### src/rtl/kvl_pkg.sv
package kvl_pkg;

   localparam int VALUE_W     = 32;
   localparam int QUEUE_DEPTH = 2;

   localparam logic [1:0] ACT_CLEAR  = 2'd0;
   localparam logic [1:0] ACT_APPEND = 2'd1;
   localparam logic [1:0] ACT_EVAL   = 2'd2;
   localparam logic [1:0] ACT_NOP    = 2'd3;

   localparam logic [1:0] STATUS_OK    = 2'd0;
   localparam logic [1:0] STATUS_EMPTY = 2'd1;
   localparam logic [1:0] STATUS_FULL  = 2'd2;

   typedef struct packed {
      logic signed [VALUE_W-1:0] time_stamp;
      logic signed [VALUE_W-1:0] x;
      logic signed [VALUE_W-1:0] y;
      logic signed [VALUE_W-1:0] z;
   } key_type;

   typedef struct packed {
      logic [1:0] action;
      key_type    key;
   } req_type;

   typedef struct packed {
      logic                      valid;
      logic signed [VALUE_W-1:0] x;
      logic signed [VALUE_W-1:0] y;
      logic signed [VALUE_W-1:0] z;
      logic [1:0]                status;
      logic [6:0]                key_count;
   } rsp_type;

endpackage

### src/rtl/kvl_queue.sv
module kvl_queue (
   input  logic             clock,
   input  logic             reset,
   input  logic             push,
   input  kvl_pkg::req_type push_data,
   input  logic             pop,
   output kvl_pkg::req_type head,
   output logic             empty,
   output logic             full
);
   import kvl_pkg::*;

   localparam int PTR_W = $clog2(QUEUE_DEPTH);
   localparam int CNT_W = $clog2(QUEUE_DEPTH + 1);

   req_type          slot_ff [QUEUE_DEPTH];
   logic [PTR_W-1:0] wr_ptr_ff, wr_ptr_in;
   logic [PTR_W-1:0] rd_ptr_ff, rd_ptr_in;
   logic [CNT_W-1:0] fill_ff, fill_in;

   always_comb begin
      wr_ptr_in = wr_ptr_ff;
      rd_ptr_in = rd_ptr_ff;
      fill_in   = fill_ff;
      if (push) begin
         wr_ptr_in = wr_ptr_ff + 1'b1;
      end
      if (pop) begin
         rd_ptr_in = rd_ptr_ff + 1'b1;
      end
      if (push && !pop) begin
         fill_in = fill_ff + 1'b1;
      end else if (pop && !push) begin
         fill_in = fill_ff - 1'b1;
      end
   end

   always_ff @(posedge clock) begin
      if (reset) begin
         wr_ptr_ff <= '0;
         rd_ptr_ff <= '0;
         fill_ff   <= '0;
      end else begin
         wr_ptr_ff <= wr_ptr_in;
         rd_ptr_ff <= rd_ptr_in;
         fill_ff   <= fill_in;
      end
   end

   always_ff @(posedge clock) begin
      if (push) begin
         slot_ff[wr_ptr_ff] <= push_data;
      end
   end

   assign head  = slot_ff[rd_ptr_ff];
   assign empty = (fill_ff == '0);
   assign full  = (fill_ff == CNT_W'(QUEUE_DEPTH));

endmodule

### config.mk
export PLATFORM = sky130hd
export DESIGN_NAME = kvl_queue
export DESIGN_NICKNAME = d
export VERILOG_FILES = /design/src/rtl/kvl_pkg.sv /design/src/rtl/kvl_queue.sv
export SDC_FILE = /design/constraint.sdc
export NUM_CORES = 1
export LEC_CHECK = 0
export BUFFER_PORTS_ARGS = -buffer_cell sky130_fd_sc_hd__clkbuf_2
export CORE_ASPECT_RATIO = 0.75
export CORE_MARGIN = 2
export CORE_UTILIZATION = 50
export DETAILED_ROUTE_END_ITERATION = 8
export PLACE_DENSITY = 0.77
export SYNTH_ARGS = -nofsm -noshare
export SYNTH_HDL_FRONTEND = slang
export SYNTH_SLANG_ARGS = --single-unit
export TNS_END_PERCENT = 100
### constraint.sdc
create_clock -name clock -period 9.7 [get_ports clock]
set_input_delay 1.455 -clock clock [delete_from_list [all_inputs] [get_ports clock]]
set_output_delay 1.455 -clock clock [all_outputs]
set_load 0.01 [all_outputs]
==> results.py, run 1 <==
metrics = {
    "power": {
        "sequential_group_share_of_total_power_pct": 54.2,
        "ir_drop_mv": 0.123,
        "combinationalPowerShare_pct": 10.4,
        "switching_share_pct": 22.1,
        "power_leakage_nw": 4.51,
        "clockPowerShare_pct": 35.4,
        "p_sw_mw": 0.556,
        "power-per-cell-area_nw_per_um2": 211,
        "internal-power_mw": 1.96,
    },
    "place": {
        "detailedPlacementHpwl_mm": 12.2,
        "post_dp_cell_area_um2": 11200,
        "gp_congestion": 0.778,
        "portBuffers": 265,
        "post-place-cells": 928,
    },
    "worst_setup_path": {
        "critical_path.endpoint_type": "output pin",
        "slowest_stage": "sky130_fd_sc_hd__dfxtp_4",
        "cp_max_fo": 70,
        "worst_path_class_setup": "reg -> out",
        "type_of_element_launching_the_critical_path": "register",
        "crit_required_ns": 8.25,
        "critPathArrivalTime_ns": 2.89,
        "depth_of_the_most_critical_reg_to_reg_path": 2,
        "critPathMaxStageDelay_ns": 0.86,
        "crit_path_cell_trace": "buf_4, mux2_2, clkbuf_2",
    },
    "floorplanning": {
        "ios": 266,
        "chipWidth_um": 164,
        "die_area_um2": 20400,
        "die_y_um": 124,
        "start_util_pct": 51.5,
        "floorplan_row_count": 43,
        "core-area_um2": 18700,
    },
    "clock_tree": {
        "cts_tree": "yes",
        "clk_path_buf_depth": 3,
        "cts_sinks": 265,
        "cts.hold.buffers_added": 0,
        "ctsHtreeMaxLevel": 1,
        "ctsResizeCount": 0,
        "cts.reportedPaths.clkPinSlew_ns": 0.06,
        "cts-buffers-inserted": 25,
        "post_cts_buffers": 0,
        "cts_root_buf": "sky130_fd_sc_hd__clkbuf_16",
        "insertion_delay_ns": 0.50,
    },
    "route": {
        "drtAntennaViolNets": 0,
        "routed_wire_length_per_instance_um": 19.0,
        "drc": 0,
        "via_density_per_instance": 5.02,
        "via_count": 4886,
        "route.final.wire_length_mm": 18.5,
        "initial_drt_pass_iterations": 4,
        "detailedRoute.firstIterationViolations": 387,
    },
    "synth": {
        "yosysUniqueCellTypes": 16,
        "synth_seq_area_share_pct": 82.3,
        "synth_commonest_cells": "sky130_fd_sc_hd__edfxtp_1 (260), sky130_fd_sc_hd__mux2_2 (130), sky130_fd_sc_hd__buf_6 (10)",
        "async_flop_share_pct": 0,
        "synth.most_common_cell": "sky130_fd_sc_hd__edfxtp_1",
        "synth_top_area_cell": "sky130_fd_sc_hd__edfxtp_1",
        "synthesis.area_um2": 9610,
        "post_synth_fa_ha_maj_area_fraction_pct": 0.130,
        "ys_warn_count": 0,
        "yosys.area_share.xor_xnor_pct": 0.364,
        "synth_ff_type": "sky130_fd_sc_hd__edfxtp_1",
        "syn_inst": 426,
        "yosys-mux-area-fraction_pct": 15.2,
        "synth_area_per_cell_um2": 22.6,
        "synth_compound_area_share_pct": 0.104,
        "synth.ff_latch_count": 265,
        "synth_edf_count": 260,
        "synth_top_family_by_area": "multiplexers",
        "synth_simple_gate_area_share_pct": 0.456,
        "syn_nets": 561,
        "proportion_of_netlist_area_held_by_the_largest_area_contributor_pct": 81.2,
        "ys_top_cells_by_area": "sky130_fd_sc_hd__edfxtp_1 (81%), sky130_fd_sc_hd__mux2_2 (15%), sky130_fd_sc_hd__buf_6 (1.2%)",
    },
    "cells_and_area": {
        "syn_to_final_growth_pct": 23.8,
        "sequential_cell_area_in_the_final_layout_um2": 7910,
        "antenna-diode-count": 0,
        "area_of_the_multi_input_gates_um2": 1580,
        "fin_util_pct": 63.7,
        "drive_gt1_share_pct": 59.9,
        "layout.cells.non_filler": 973,
        "final_cell_area_excluding_filler_cells_um2": 11900,
        "final_nets": 843,
        "fill_cells": 1340,
    },
    "timing": {
        "max_freq_ghz": 0.230,
        "clock-skew-final_ns": 0.00767,
        "final-hold-violation-count": 0,
        "timing_max_transition_violations_final": 0,
        "final.period_utilization_pct": 44.8,
        "setup_viol": 0,
        "setup_total_negative_slack_ns": 0,
        "period_minus_slack_ns": 4.34,
        "timing.max_slew.rel_slack_pct": 36.4,
        "timing_worst_slew_pin_value_ns": 0.953,
        "setup_repair_after_global_routing_missed_its_margin": "false",
        "whs_ns": 0.532,
    },
    "run": {
        "cap_violations": 0,
    },
    "global_routing": {
        "groute.usage.overall_pct": 17.4,
        "number_of_global_route_vias_before_repair": 5079,
        "grt_pass1_wl_mm": 27.0,
        "antenna_found_initial": 0,
        "maximum_number_of_pins_on_one_net_before_global_route_repair": 71,
        "grt-ovfl-total": 0,
    },
    "outcome": {
        "run_status": "finished clean",
    },
    "min_path": {
        "hold_class": "reg -> reg",
        "holdPathStages": 2,
    },
}
stage by stage:
stage / setup slack [ns] / power, mW
global route: 5.17 / 2.61
floorplan: 1.98 / 1.54
CTS: 5.34 / 2.54
detailed placement: 5.88 / 1.65
finish: 5.36 / 2.51
global placement: 5.93 / 1.64
kinds of logic after synthesis:
logic type / after synthesis
compound gates: 2
xor+xnor: 4
fa+ha+maj: 1
buf+inv: 15
flops: 265
mux: 130
simple gates: 9
worst max-delay path, delay by kind of cell, from the launching register on:
kind | cells | cell delay, ns
muxes | 1 | 0.44
DFF | 1 | 0.86
buffers and inverters | 2 | 0.95
final timing paths:
kind	start	to	slack, ns
worst max register to register	wr_ptr_ff$_SDFFE_PP0P_	slot_ff[1][43]$_DFFE_PP_	7.26
worst max-delay path	register	head[126]	5.36
worst min-delay path	rd_ptr_ff$_SDFFE_PP0P_	rd_ptr_ff$_SDFFE_PP0P_	0.53
worst min register to register	rd_ptr_ff$_SDFFE_PP0P_	rd_ptr_ff$_SDFFE_PP0P_	0.53
power groups by stage:
stage	clock, mW	combinational, mW	sequential, mW
2_1_floorplan	0	0.159	1.38
3_3_place_gp	0	0.258	1.38
3_5_place_dp	0	0.263	1.39
4_1_cts	0.912	0.266	1.36
5_1_grt	0.954	0.284	1.37
6_report	0.890	0.261	1.36
sequential cells by signal, indices dropped and copies added, names as in the netlist, named ones only:
signal	cells
fill_ff	2
rd_ptr_ff	1
slot_ff	260
wr_ptr_ff	1
layer usage:
| layer | GRT usage [%] | vias to the layer above | share of wire, % |
|---|---|---|---|
| li1 | - | 2264 | - |
| met3 | 6.46 | 28 | 10 |
| met2 | 28.6 | 225 | 47 |
| met4 | 4.77 | 0 | 2.0 |
| met1 | 22.0 | 2369 | 41 |
| met5 | 0 | - | 0 |
cell usage in the layout, fill, tap and decap left out, types with 2 or more instances in the layout:
master	n
sky130_fd_sc_hd__nor2_1	5
sky130_fd_sc_hd__clkbuf_16	25
sky130_fd_sc_hd__dfxtp_1	4
sky130_fd_sc_hd__xnor2_1	2
sky130_fd_sc_hd__edfxtp_1	260
sky130_fd_sc_hd__buf_4	4
sky130_fd_sc_hd__clkinv_2	5
sky130_fd_sc_hd__clkbuf_2	265
sky130_fd_sc_hd__xor2_1	2
sky130_fd_sc_hd__clkbuf_1	4
sky130_fd_sc_hd__mux2_2	130
sky130_fd_sc_hd__clkinv_1	8
area by class of cell:
class	count	share of cell area (%)
Timing Repair Buffer	269	11.4
Clock buffer	29	5.38
Tap cell	247	2.60
Inverter	1	0.0315
Clock inverter	16	0.873
Multi-Input combinational cell	146	13.2
Sequential cell	265	66.5
No activity file was read; power rests on OpenSTA's default activity.
==> run 2: changes to the inputs <==
Clock period 9.7 ns to 4.5 ns, I/O delays scaled along.
==> run 2 against run 1 <==
  * Via count increased by 1.1%
  * Count of clock-buffer cells in the layout unchanged
  * First-iteration DRC count increased by 24%
  * Hold slack got worse by 0.17 ns
  * Combinational power increased by 120%
  * Total power increased by 120%
  * Final cell count unchanged
  * Register-to-register slack got worse by 4.7 ns
==> results.py, run 2 (synthesis results as in run 1) <==
metrics = {
    "power": {
        "design_power_total_mw": 5.47,
        "p_sw_mw": 1.19,
        "switching_share_pct": 21.7,
        "combinationalPowerShare_pct": 10.5,
        "sequential_group_share_of_total_power_pct": 53.7,
        "clockPowerShare_pct": 35.9,
        "power-per-cell-area_nw_per_um2": 457,
        "ir_drop_mv": 0.355,
        "power_leakage_nw": 4.53,
        "internal-power_mw": 4.28,
    },
    "timing": {
        "setup_repair_after_global_routing_missed_its_margin": "false",
        "timing_worst_slew_pin_value_ns": 0.794,
        "max_freq_ghz": 0.316,
        "setup_viol": 0,
        "whs_ns": 0.357,
        "setup_total_negative_slack_ns": 0,
        "final-hold-violation-count": 0,
        "timing.max_slew.rel_slack_pct": 47.0,
        "final.period_utilization_pct": 70.3,
        "timing_max_transition_violations_final": 0,
        "clock-skew-final_ns": 0.00828,
        "period_minus_slack_ns": 3.16,
    },
    "cells_and_area": {
        "flip_flop_count_of_the_largest_register_all_copies_and_words_added": 260,
        "syn_to_final_growth_pct": 24.4,
        "top_register": "slot_ff",
        "final_nets": 844,
        "drive_gt1_share_pct": 60.3,
        "highest_count_cells_in_the_layout_ignoring_fill_and_taps": "sky130_fd_sc_hd__clkbuf_2 (265), sky130_fd_sc_hd__edfxtp_1 (260), sky130_fd_sc_hd__mux2_2 (130)",
        "final_common_cell": "sky130_fd_sc_hd__clkbuf_2",
        "fin_util_pct": 64.0,
        "reg_top3": "slot_ff x260, fill_ff x2",
        "antenna-diode-count": 0,
    },
    "place": {
        "detailedPlacementHpwl_mm": 12.7,
        "gp_congestion": 0.828,
        "portBuffers": 265,
    },
    "route": {
        "drc": 0,
        "via_count": 4942,
        "via_density_per_instance": 5.08,
        "initial_drt_pass_iterations": 6,
        "detailedRoute.firstIterationViolations": 479,
        "drtAntennaViolNets": 0,
        "routed_wire_length_per_instance_um": 19.1,
        "route.final.wire_length_mm": 18.6,
    },
    "global_routing": {
        "groute.usage.overall_pct": 17.3,
        "grt-ovfl-total": 0,
        "number_of_global_route_vias_before_repair": 5026,
        "maximum_number_of_pins_on_one_net_before_global_route_repair": 75,
        "grt_pass1_wl_mm": 26.6,
        "antenna_found_initial": 0,
    },
    "floorplanning": {
        "die_area_um2": 20400,
        "chipWidth_um": 164,
        "start_util_pct": 51.5,
        "ios": 266,
        "die_y_um": 124,
        "core-area_um2": 18700,
        "floorplan_row_count": 43,
    },
    "worst_setup_path": {
        "worst_path_class_setup": "reg -> out",
        "crit_required_ns": 3.83,
        "type_of_element_launching_the_critical_path": "register",
        "cp_max_fo": 54,
        "critical_path.endpoint_type": "output pin",
        "critPathArrivalTime_ns": 2.49,
        "depth_of_the_most_critical_reg_to_reg_path": 2,
    },
    "clock_tree": {
        "insertion_delay_ns": 0.50,
        "cts-buffers-inserted": 25,
        "cts_root_buf": "sky130_fd_sc_hd__clkbuf_16",
        "ctsResizeCount": 0,
        "post_cts_buffers": 0,
        "cts_tree": "yes",
        "cts_sinks": 265,
        "cts.hold.buffers_added": 0,
        "cts.reportedPaths.clkPinSlew_ns": 0.06,
        "ctsHtreeMaxLevel": 1,
        "clk_path_buf_depth": 3,
    },
    "run": {
        "cap_violations": 0,
    },
    "min_path": {
        "hold_class": "in -> reg",
        "holdPathStages": 1,
    },
    "outcome": {
        "run_status": "finished clean",
    },
}
==> run 2: stage by stage <==
stage / setup slack (ns) / cells / area, um2
after floorplan: 0.359 / 426 / 9620
after global placement: 1.89 / 929 / 11200
after detailed placement: 1.83 / 929 / 11200
after CTS: 1.29 / 973 / 12000
after global routing: 1.19 / 973 / 12000
final: 1.34 / 973 / 12000
==> run 2: worst paths after layout <==
check | from | to | slack [ns]
max | register | head[97] | 1.34
min | push_data[98] | slot_ff[0][98]$_DFFE_PP_ | 0.36
max reg2reg | wr_ptr_ff$_SDFFE_PP0P_ | slot_ff[1][66]$_DFFE_PP_ | 2.53
min reg2reg | fill_ff[1]$_SDFFE_PP0P_ | fill_ff[1]$_SDFFE_PP0P_ | 0.50
==> run 2: power groups by stage <==
| stage | Combinational [mW] | Sequential (mW) | Clock (mW) |
|---|---|---|---|
| 6_report | 0.572 | 2.93 | 1.96 |
| 5_1_grt | 0.621 | 2.95 | 2.11 |
| 4_1_cts | 0.582 | 2.94 | 2.01 |
| 3_5_place_dp | 0.578 | 2.99 | 0 |
| 3_3_place_gp | 0.563 | 2.98 | 0 |
| 2_1_floorplan | 0.344 | 2.97 | 0 |
==> run 2: worst max-delay path, cell delays in order, from the launching register on <==
cell and delay (ns):
sky130_fd_sc_hd__dfxtp_4 0.80, sky130_fd_sc_hd__buf_4 0.55, sky130_fd_sc_hd__mux2_2 0.42, sky130_fd_sc_hd__clkbuf_2 0.14
==> run 2: layout make-up <==
class | instances | area (um2)
fillers | 1323 | 6710
inverters | 1 | 3.75
flip-flops and latches | 265 | 7910
clock buffers | 29 | 641
clock inverters | 15 | 128
multi-input cells | 146 | 1580
well taps | 247 | 309
repair buffers | 270 | 1390
==> run 2: layer usage <==
layer,up-vias,global-route usage (%),share of wire [%]
met3,37,5.76,9.9
met1,2403,22.0,40
li1,2271,-,-
met4,0,5.59,2.8
met2,231,28.4,47
met5,-,0,0
